===== src/lkv_pkg.sv =====
// Shared types, constants and widths for the LRU key-value cache.
`timescale 1ns / 1ps

package lkv_pkg;

	localparam int MAX_ENTRIES = 16;
	localparam int KEY_W       = 32;
	localparam int VAL_W       = 32;
	localparam int CAP_W       = 5;
	localparam int IDX_W       = (MAX_ENTRIES > 1) ? $clog2(MAX_ENTRIES) : 1;
	localparam int RANK_W      = IDX_W;
	localparam int CNT_W       = $clog2(MAX_ENTRIES + 1);

	localparam logic [CAP_W-1:0] CAP_RESET  = CAP_W'(16);
	localparam logic [VAL_W-1:0] MISS_VALUE = '1;

	typedef enum logic {
		OP_GET = 1'b0,
		OP_SET = 1'b1
	} op_t;

	typedef logic [KEY_W-1:0]  key_t;
	typedef logic [VAL_W-1:0]  val_t;
	typedef logic [IDX_W-1:0]  idx_t;
	typedef logic [RANK_W-1:0] rank_t;
	typedef logic [CNT_W-1:0]  cnt_t;

	// Search results handed from the lookup to the state update
	typedef struct packed {
		logic hit;
		idx_t hit_idx;
		logic evict;
		idx_t victim_idx;
		idx_t free_idx;
	} lkv_lookup_t;

endpackage


===== src/lkv_lookup.sv =====
// Parallel key match, victim select and free slot search over all entries.
`timescale 1ns / 1ps

module lkv_lookup (
	input  lkv_pkg::key_t        key,
	input  lkv_pkg::key_t        keys [lkv_pkg::MAX_ENTRIES],
	input  logic [lkv_pkg::MAX_ENTRIES-1:0] valid,
	input  lkv_pkg::rank_t       ranks [lkv_pkg::MAX_ENTRIES],
	input  lkv_pkg::cnt_t        count,
	input  lkv_pkg::cnt_t        eff_cap,
	output lkv_pkg::lkv_lookup_t res
);
	import lkv_pkg::*;

	cnt_t oldest_rank;

	assign oldest_rank = count - CNT_W'(1);

	always_comb begin
		res = '0;
		// evict when one more entry would pass the capacity
		res.evict = (count >= eff_cap);
		// keys are unique among valid entries, so OR-ing indices is a mux
		for (int i = 0; i < MAX_ENTRIES; i++) begin
			if (valid[i] && keys[i] == key) begin
				res.hit     = 1'b1;
				res.hit_idx = res.hit_idx | IDX_W'(i);
			end
			// ranks form 0..count-1, so the oldest entry is unique
			if (valid[i] && CNT_W'(ranks[i]) == oldest_rank) begin
				res.victim_idx = res.victim_idx | IDX_W'(i);
			end
		end
		// lowest free slot once the victim is gone
		for (int i = MAX_ENTRIES - 1; i >= 0; i--) begin
			if (!valid[i] || (res.evict && res.victim_idx == IDX_W'(i))) begin
				res.free_idx = IDX_W'(i);
			end
		end
	end

endmodule


===== src/lkv_store.sv =====
// Entry table: keys, values, valid bits, recency ranks and the fill count.
`timescale 1ns / 1ps

module lkv_store (
	input  logic                 clk,
	input  logic                 arst_n,
	input  lkv_pkg::cnt_t        eff_cap,
	input  logic                 upd,
	input  lkv_pkg::op_t         op,
	input  lkv_pkg::key_t        key,
	input  lkv_pkg::val_t        value,
	output lkv_pkg::val_t        read_value,
	output logic                 hit
);
	import lkv_pkg::*;

	key_t                   keys_q   [MAX_ENTRIES];
	val_t                   values_q [MAX_ENTRIES];
	rank_t                  ranks_q  [MAX_ENTRIES];
	logic [MAX_ENTRIES-1:0] valid_q;
	cnt_t                   count_q;
	lkv_lookup_t            lk;
	rank_t                  old_rank;
	logic                   do_set;

	lkv_lookup u_lookup (
		.key     (key),
		.keys    (keys_q),
		.valid   (valid_q),
		.ranks   (ranks_q),
		.count   (count_q),
		.eff_cap (eff_cap),
		.res     (lk)
	);

	assign do_set     = upd && (op == OP_SET);
	assign old_rank   = ranks_q[lk.hit_idx];
	assign hit        = lk.hit;
	assign read_value = lk.hit ? values_q[lk.hit_idx] : MISS_VALUE;

	// payload storage, no reset
	always_ff @(posedge clk) begin
		if (do_set) begin
			if (lk.hit) begin
				values_q[lk.hit_idx] <= value;
			end else begin
				keys_q[lk.free_idx]   <= key;
				values_q[lk.free_idx] <= value;
			end
		end
	end

	always_ff @(posedge clk or negedge arst_n) begin
		if (!arst_n) begin
			valid_q <= '0;
			count_q <= '0;
			for (int i = 0; i < MAX_ENTRIES; i++) begin
				ranks_q[i] <= '0;
			end
		end else if (do_set) begin
			if (lk.hit) begin
				// move to front: younger entries age by one
				for (int i = 0; i < MAX_ENTRIES; i++) begin
					if (lk.hit_idx == IDX_W'(i)) begin
						ranks_q[i] <= '0;
					end else if (valid_q[i] && ranks_q[i] < old_rank) begin
						ranks_q[i] <= ranks_q[i] + RANK_W'(1);
					end
				end
			end else begin
				// free slot is either empty or the victim being dropped
				for (int i = 0; i < MAX_ENTRIES; i++) begin
					if (lk.free_idx == IDX_W'(i)) begin
						valid_q[i] <= 1'b1;
						ranks_q[i] <= '0;
					end else if (lk.evict && lk.victim_idx == IDX_W'(i)) begin
						valid_q[i] <= 1'b0;
						ranks_q[i] <= '0;
					end else if (valid_q[i]) begin
						ranks_q[i] <= ranks_q[i] + RANK_W'(1);
					end
				end
				if (!lk.evict) begin
					count_q <= count_q + CNT_W'(1);
				end
			end
		end
	end

endmodule


===== src/lru_key_value_cache.sv =====
// Top level of the LRU key-value cache: input stage, table and result register.
`timescale 1ns / 1ps

// Fully associative key-value cache with least-recently-set replacement.
// Input channel (in_valid / in_stall) carries one beat per op: a get
// (op = 0) looks up key, a set (op = 1) writes value under key. A set
// gives no result beat; a get gives one on the output channel
// (out_valid / out_stall) with read_value and hit, or all-ones and hit
// clear on a miss. Gets never change recency.
// Path: a get's input beat is captured in the input register, and its
// result is captured in the result register once that register is free
// (empty or being taken); the result beat is then offered on out_valid.
// Throughput is one beat per cycle while no get waits on a stalled result:
// the 16-entry table is searched by a parallel compare and updated in the
// same cycle the op leaves the input register.
// Stall: while out_stall holds a pending result, a get waiting in the
// input register stays there and in_stall rises; sets still drain.
// cfg_we / cfg_wdata write the capacity (reset 16). Zero acts as one,
// values above the table size act as the table size. Write it only
// while the cache is idle.
// Reset (arst_n low) empties the table and drops any beat in flight.

module lru_key_value_cache (
	input  logic                     clk,
	input  logic                     arst_n,
	input  logic                     cfg_we,
	input  logic [lkv_pkg::CAP_W-1:0] cfg_wdata,
	input  logic                     in_valid,
	output logic                     in_stall,
	input  logic                     op,
	input  logic signed [lkv_pkg::KEY_W-1:0] key,
	input  logic signed [lkv_pkg::VAL_W-1:0] value,
	output logic                     out_valid,
	input  logic                     out_stall,
	output logic signed [lkv_pkg::VAL_W-1:0] read_value,
	output logic                     hit
);
	import lkv_pkg::*;

	logic [CAP_W-1:0] cap_q;
	cnt_t             eff_cap;

	// input stage
	logic             valid_s1;
	op_t              op_s1;
	key_t             key_s1;
	val_t             value_s1;

	// result stage
	logic             out_valid_q;
	val_t             read_value_q;
	logic             hit_q;

	logic             out_free;
	logic             fire;
	val_t             lk_value;
	logic             lk_hit;

	always_ff @(posedge clk or negedge arst_n) begin
		if (!arst_n) begin
			cap_q <= CAP_RESET;
		end else if (cfg_we) begin
			cap_q <= cfg_wdata;
		end
	end

	// clamp capacity to 1..MAX_ENTRIES
	always_comb begin
		if (cap_q == '0) begin
			eff_cap = CNT_W'(1);
		end else if (32'(cap_q) > MAX_ENTRIES) begin
			eff_cap = CNT_W'(MAX_ENTRIES);
		end else begin
			eff_cap = CNT_W'(cap_q);
		end
	end

	// result slot is free if empty or being taken this cycle
	assign out_free = !out_valid_q || !out_stall;
	// sets need no result slot, gets do
	assign fire     = valid_s1 && (op_s1 == OP_SET || out_free);
	assign in_stall = valid_s1 && !fire;

	always_ff @(posedge clk or negedge arst_n) begin
		if (!arst_n) begin
			valid_s1 <= 1'b0;
		end else if (!in_stall) begin
			valid_s1 <= in_valid;
		end
	end

	always_ff @(posedge clk) begin
		if (in_valid && !in_stall) begin
			op_s1    <= op_t'(op);
			key_s1   <= key_t'(key);
			value_s1 <= val_t'(value);
		end
	end

	lkv_store u_store (
		.clk        (clk),
		.arst_n     (arst_n),
		.eff_cap    (eff_cap),
		.upd        (fire),
		.op         (op_s1),
		.key        (key_s1),
		.value      (value_s1),
		.read_value (lk_value),
		.hit        (lk_hit)
	);

	always_ff @(posedge clk or negedge arst_n) begin
		if (!arst_n) begin
			out_valid_q <= 1'b0;
		end else if (out_free) begin
			out_valid_q <= fire && (op_s1 == OP_GET);
		end
	end

	always_ff @(posedge clk) begin
		if (out_free && fire && op_s1 == OP_GET) begin
			read_value_q <= lk_value;
			hit_q        <= lk_hit;
		end
	end

	assign out_valid  = out_valid_q;
	assign read_value = read_value_q;
	assign hit        = hit_q;

endmodule

===== config.mk =====
export PLATFORM = sky130hd
export DESIGN_NAME = lru_key_value_cache
export DESIGN_NICKNAME = d
export VERILOG_FILES = /design/src/lkv_pkg.sv /design/src/lkv_lookup.sv /design/src/lkv_store.sv /design/src/lru_key_value_cache.sv
export SDC_FILE = /design/constraint.sdc
export NUM_CORES = 2
export LEC_CHECK = 0
export BUFFER_PORTS_ARGS = -buffer_cell sky130_fd_sc_hd__buf_2
export CAP_MARGIN = 20
export CORE_MARGIN = 5
export CORE_UTILIZATION = 50
export DETAILED_ROUTE_END_ITERATION = 8
export PLACE_DENSITY = 0.77
export SLEW_MARGIN = 20
export SYNTH_ARGS = -nofsm -noshare
export SYNTH_HDL_FRONTEND = slang
export SYNTH_SLANG_ARGS = --single-unit

===== constraint.sdc =====
create_clock -name clk -period 6.95 [get_ports clk]
set_input_delay 1.39 -clock clk [delete_from_list [all_inputs] [get_ports clk]]
set_output_delay 1.39 -clock clk [all_outputs]
set_load 0.005 [all_outputs]

Yosys cells after proc, flatten, opt, wreduce, memory -nomap -nowiden
Memories as Yosys holds them, arrays and structs flattened. A register that Yosys moved wholly into a read port is not among the register bits.
Index checks and enable logic that the tools add are counted.
{"block": "classes", "addsub": 18, "n_lt_le_gt_ge": 21, "eq_ne": 92, "muxes": 177, "bitwise": 5, "reduce_logical": 181}
{"op": "512-bit bitwise mux", "count": 1}
{"op": "32-bit equality test", "count": 16}
{"op": "4-bit two-way mux", "count": 107}
{"op": "32-bit demux with 4-bit select", "count": 1}
{"op": "3-bit AND reduction", "count": 33}
{"op": "4-bit equality test (second input constant)", "count": 24}
{"op": "5-bit two-way mux", "count": 18}
{"op": "4-bit by 5-bit equality test with 1-bit output", "count": 15}
{"op": "1-bit logical AND", "count": 71}
{"op": "4-bit by 1-bit adder with 4-bit output (second input constant)", "count": 16}
{"op": "4-bit less-than comparator", "count": 16}
{"op": "32-bit two-way mux", "count": 2}
{"op": "64-bit two-way mux", "count": 1}
{"op": "4-bit nonzero test", "count": 16}
{"op": "4-bit by 3-bit equality test with 1-bit output (second input constant)", "count": 12}
{"op": "3-bit by 1-bit inequality test with 1-bit output (second input constant)", "count": 16}
{"op": "1-bit two-way mux", "count": 40}
{"op": "2-bit nonzero test", "count": 16}
{"op": "32-bit OR reduction", "count": 1}
{"op": "4-bit by 2-bit equality test with 1-bit output (second input constant)", "count": 6}
{"op": "1-bit zero test", "count": 21}
{"op": "1-bit logical OR", "count": 18}
{"op": "4-bit binary-select mux with 4-bit select", "count": 1}
{"op": "4-bit by 1-bit equality test with 1-bit output (second input constant)", "count": 3}
{"op": "other kinds (13)", "count": 23}
{"block": "word_totals", "ff_bits": 670, "ramBits": 512, "inputBits": 75, "out_inout_bits": 35, "elab_cells": 551, "mem_count": 1}
{"memory": "u_store.values_q", "depth": 16, "width": 32, "read_ports": 1, "rd_ports_with_merged_regs": 1, "write_ports": 1, "line_no": "lkv_store.sv:18", "source": "val_t values_q [MAX_ENTRIES];"}

Logic depth before layout (Yosys ltp)
{"block": "depth", "word_depth": 43, "depth_mapped": 25, "mapped_depth_nobuf": 21}

Cells and area by module
A second synthesis with hierarchy kept.
{"block": "hier_totals", "cells_unflattened": 3108, "area_unflattened_um2": 52385.2}
{"module": "lkv_store", "instances": 1, "cells_each": 1993, "area_each_um2": 41511.1, "seq_area_each_um2": 32876.5}
{"module": "lkv_lookup", "instances": 1, "cells_each": 988, "area_each_um2": 7612.3, "seq_area_each_um2": 0.0}
{"module": "lru_key_value_cache", "instances": 1, "cells_each": 127, "area_each_um2": 3261.9, "seq_area_each_um2": 3119.2}

Worst setup path after synthesis
Ideal clock, no wire load.
{"block": "synth_timing", "kind": "register to register", "from": "reg u_store.count_q[0]", "to": "mem u_store.values_q[14][0] (netlist name) (enable)", "setup_time_ns": 0.421, "arrival_time_ns": 5.654, "required_time_ns": 6.529, "path_slack_ns": 0.875, "path_stages_with_launch": 18, "n_path_buf": 2, "period_less_slack_ns": 6.075, "cell_sequence": "dfrtp_1 buf_4 buf_2 inv_1 ha_1 nor3b_2 xor2_2 nor4_1 nor4_1 and2_1 o41a_1 a2111oi_0 o21ai_1 a21oi_2 nor2_1 o21ai_0 nand2_1 nor2_1"}
{"block": "synth_via", "elab_chain_len": 38, "elab_cells_between_ends": 112, "classes_between": "add/sub: 1; order compare: 1; eq/ne: 30; mux: 32; reduce/logical: 48"}
{"element": "start: declaration", "line_no": "lkv_store.sv:21", "source": "cnt_t count_q;"}
{"element": "start signal: assignment", "line_no": "lkv_store.sv:84", "source": "count_q <= count_q + CNT_W'(1);"}
{"element": "5-bit by 1-bit subtractor with 5-bit output (*)", "line_no": "lkv_lookup.sv:17", "source": "assign oldest_rank = count - CNT_W'(1);"}
{"element": "named net u_store.u_lookup.oldest_rank[0]", "line_no": "lkv_lookup.sv:15", "source": "cnt_t oldest_rank;"}
{"element": "4-bit by 5-bit equality test with 1-bit output", "line_no": "lkv_lookup.sv:30", "source": "if (valid[i] && CNT_W'(ranks[i]) == oldest_rank) begin"}
{"element": "1-bit logical AND", "line_no": "lkv_lookup.sv:30"}
{"element": "1-bit two-way mux", "line_no": "lkv_lookup.sv:30"}
{"element": "2-bit two-way mux (2 in series)", "line_no": "lkv_lookup.sv:30"}
{"element": "3-bit two-way mux (4 in series)", "line_no": "lkv_lookup.sv:30"}
{"element": "4-bit two-way mux (7 in series)", "line_no": "lkv_lookup.sv:30"}
{"element": "4-bit two-way mux (*)", "line_no": "lkv_lookup.sv:30"}
{"element": "4-bit equality test", "line_no": "lkv_lookup.sv:36", "source": "if (!valid[i] || (res.evict && res.victim_idx == IDX_W'(i))) begin"}
{"element": "1-bit logical AND", "line_no": "lkv_lookup.sv:36"}
{"element": "1-bit logical OR", "line_no": "lkv_lookup.sv:36"}
{"element": "4-bit two-way mux (15 in series)", "line_no": "lkv_lookup.sv:36"}
{"element": "4-bit two-way mux (*)", "line_no": "lkv_lookup.sv:36"}
{"element": "4-bit two-way mux (no line) (*)"}
{"element": "end: declaration", "line_no": "lkv_store.sv:18"}
Mark *: on every way through the listed nets, which the timed path passes. The rest lies on a longest branch.

Worst setup path in the final report
{"block": "layout_timing", "from": "reg key_s1[13]", "to": "reg u_store.ranks_q[8] (netlist name)"}
{"block": "layout_via", "elab_chain_len": 25, "elab_cells_between_ends": 60, "classes_between": "order compare: 1; eq/ne: 18; mux: 21; bitwise: 1; reduce/logical: 19"}
{"element": "start: declaration", "line_no": "lru_key_value_cache.sv:46", "source": "key_t key_s1;"}
{"element": "start signal: assignment", "line_no": "lru_key_value_cache.sv:95", "source": "key_s1 <= key_t'(key);"}
{"element": "32-bit equality test", "line_no": "lkv_lookup.sv:25", "source": "if (valid[i] && keys[i] == key) begin"}
{"element": "1-bit logical AND", "line_no": "lkv_lookup.sv:25"}
{"element": "5-bit two-way mux (14 in series)", "line_no": "lkv_lookup.sv:25"}
{"element": "5-bit two-way mux (*)", "line_no": "lkv_lookup.sv:25"}
{"element": "4-bit NOT with 5-bit output (not written as such)", "line_no": "lkv_store.sv:37", "source": "assign old_rank = ranks_q[lk.hit_idx];"}
{"element": "4-bit binary-select mux with 4-bit select", "line_no": "lkv_store.sv:37"}
{"element": "4-bit two-way mux (not written as such) (2 in series)", "line_no": "lkv_store.sv:37"}
{"element": "4-bit less-than comparator", "line_no": "lkv_store.sv:66", "source": "end else if (valid_q[i] && ranks_q[i] < old_rank) begin"}
{"element": "1-bit logical AND", "line_no": "lkv_store.sv:66"}
{"element": "3-bit by 1-bit inequality test with 1-bit output (no line)"}
{"element": "3-bit AND reduction (no line)"}
{"element": "end signal: indexed assignment", "line_no": "lkv_store.sv:67", "source": "ranks_q[i] <= ranks_q[i] + RANK_W'(1);"}
{"element": "end signal: indexed assignment", "line_no": "lkv_store.sv:80", "source": "ranks_q[i] <= ranks_q[i] + RANK_W'(1);"}
{"element": "end: declaration", "line_no": "lkv_store.sv:19", "source": "rank_t ranks_q [MAX_ENTRIES];"}
Mark *: on every way between the ends. The rest lies on a longest branch, timed or not. The select of a mux whose other input is x is not followed.
A chain may end at the register's enable or synchronous reset.

==> impl_metrics.tcl <==
set metrics [dict create \
    status "completed" \
    synth_edf_count 1122 \
    synthTopCellsByArea "edfxtp_1, xnor2_1, nand2_1" \
    overflow 0 \
    die_w_um 337 \
    avgViaCountPerCell 6.02 \
    finalSetupTns_ns 0 \
    synthTopCellsByCount "edfxtp_1, nand2_1, nand3_1" \
    seq_area_frac_synth 0.675 \
    cts.sinks 1214 \
    dieArea_um2 113000 \
    fin_area_um2 60200 \
    final_util 0.569 \
    clockRootBuffer "clkbuf_16" \
    skew_ns 0.0388 \
    avgSynthCellArea_um2 13.1 \
    rsz0062_at_grt "false" \
    cts_buffers 118 \
    finalHoldViolCount 0 \
    min_path_type "reg2reg" \
    clkLatencyLatePin_ns 0.72 \
    n_fill_cell 8086 \
    max_freq_ghz 0.153 \
    cts_setup_buffers 0 \
    synthFlopType "edfxtp_1" \
    cts_tree "done" \
    placed_area_um2 56300 \
    clock_path_buffers 3 \
    relSlewSlack 0.279 \
    nets 4366 \
    worst_ir_drop_vdd_uv 324 \
    place_inst 5491 \
    synthCells 4064 \
    reg2reg_to "u_store.ranks_q[8]" \
    core_um2 106000 \
    worst_slew_pin_slew_ns 1.08 \
    area_delta_synth_final_pct 12.8 \
    clkSlewWorstSetupHoldPaths_ns 0.06 \
    cts_resized 0 \
    antenna_left 0 \
    crit_end "u_store.ranks_q[8]" \
    grt_use_total 0.240 \
    hpwl_mm 83.8 \
    setup.worst_path.start_class "flop" \
    setup_viol 0 \
    drv_slew 0 \
    synth_seq_cells 1214 \
    leakage_nw 20.9 \
    grt_antenna_before_repair 2 \
    synth_nets 4210 \
    first_pass_iters 7 \
    die_height_um 337 \
    synth_top_area_frac 0.631 \
    drive_gt1_frac 0.121 \
    critPathRequiredTime_ns 7.56 \
    start_util 0.505 \
    startpoint "key_s1[13]" \
    fin_crit_sh 0.939 \
    r2r-start "key_s1[13]" \
    ff2ff_setup_slack_ns 0.43 \
    period_needed_ns 6.52 \
    path_class "reg2reg" \
    wl_mm 139 \
    synth_top_area_cell "edfxtp_1" \
    gp_congestion 0.949 \
    num_vias 34400 \
    fin_cells 5713 \
    endpoint_kind "flop" \
    ys_async_sr_fraction 0.0758 \
    synth_area_um2 53400 \
    r2r_cells 20 \
    holdWs_ns 0.536 \
    hold_buffers 0 \
    grt_pass1_vias 33000 \
    io_buffers 109 \
    cp.arrival_ns 7.13 \
    htreeDepth 3 \
    ios 110 \
    grt_max_degree 225 \
    wl_per_cell_um 24.4 \
    drtIter0Drc 4296 \
    grt_pass1_wl_mm 207 \
    crit_fanout 26 \
    yosysWarnings 0 \
    drc 0 \
    maxCapViolations 0 \
    rows 119 \
    power_density_nw_per_um2 314 \
    yosysMostFrequentCell "edfxtp_1" \
    synthDistinctLibCells 86 \
]
==> flip-flops by register name, indices dropped and copies added, names as in the netlist, 16 cells and up <==
name,cells
key_s1,32
u_store.valid_q,16
u_store.values_q,512
u_store.keys_q,512
value_s1,32
read_value,32
u_store.ranks_q,64
==> how the worst min path moves through the flow <==
stage | from | to | cells past startpoint | slack, ns
finish | cap_q[0] | cap_q[0] | 1 | 0.54
global placement | cap_q[0] | cap_q[0] | 1 | 0.52
global route | cap_q[0] | cap_q[0] | 1 | 0.56
detailed placement | cap_q[0] | cap_q[0] | 1 | 0.54
floorplan | cap_q[0] | cap_q[0] | 1 | 0.48
CTS | cap_q[0] | cap_q[0] | 1 | 0.55
==> cells in the final DEF (no fill, tap or decap), drive strengths merged, types with 48 or more instances in the layout <==
cell type,count
a21oi,73
buf,246
clkbuf,143
clkinv,54
dfrtp,91
edfxtp,1122
ha,71
inv,48
nand2,656
nand3,318
nand4,98
nor2,102
nor3,60
nor4,85
o21ai,151
xnor2,305
xor2,277
==> worst max-delay path, cell delays in order, from the launching register on <==
cell	delay (ns)
edfxtp_1	0.61
buf_4	0.29
xor2_1	0.18
nor4_1	0.81
nand4_1	0.28
or3_1	0.57
and4_1	0.30
nand2_4	0.29
nand2_1	0.09
and3_1	0.18
a21oi_1	0.11
o21ai_0	0.09
a221o_1	0.48
ha_1	0.35
o21a_1	0.18
o21ai_0	0.13
a21oi_1	0.05
or3b_2	0.43
a211oi_1	0.58
nand2b_1	0.21
mux2i_1	0.19
==> stage by stage <==
stage	power, W	worst slack [ns]
6_report	0.0189	0.427
5_1_grt	0.0196	0.139
4_1_cts	0.0189	0.511
3_5_place_dp	0.0126	0.545
3_3_place_gp	0.0125	0.642
2_1_floorplan	0.0114	0.875
==> per-layer routing <==
layer  GRT usage  vias up  wire (um)
li1            -    15200          -
met1       0.349    17000      57100
met2       0.373     1946      63700
met3      0.0450      263      14400
met4      0.0736        0       4110
met5           0        -          0
==> where the power goes <==
| part | switching (W) | total [W] | leakage (nW) | internal, W |
|---|---|---|---|---|
| logic | 0.00227 | 0.00355 | 7.79 | 0.00128 |
| clock network | 0.00275 | 0.00636 | 1.87 | 0.00362 |
| registers | 0.000458 | 0.00901 | 11.3 | 0.00855 |
| total | 0.00548 | 0.0189 | 20.9 | 0.0134 |
==> logic make-up (layout without fill, tap and decap cells) <==
logic type,after synthesis,count (layout),synth area share
compound gates,429,429,0.0523
xor+xnor,584,584,0.0970
fa+ha+maj,71,71,0.0166
buf+inv,252,509,0.0206
flops,1214,1214,0.675
mux,48,48,0.00924
other cells,0,1,0
simple gates,1466,1466,0.130
==> cell type report <==
class                   count  area, um^2  area share
clock inverters            78         806      0.0134
repair buffers            246        1940      0.0322
multi-input cells        2598       16500       0.274
diodes                      1        2.50   0.0000416
well taps                1391        1740      0.0289
clock buffers             143        3050      0.0506
inverters                  42         158     0.00262
flip-flops and latches   1214       36000       0.598
No activity file was read; power rests on OpenSTA's default activity.
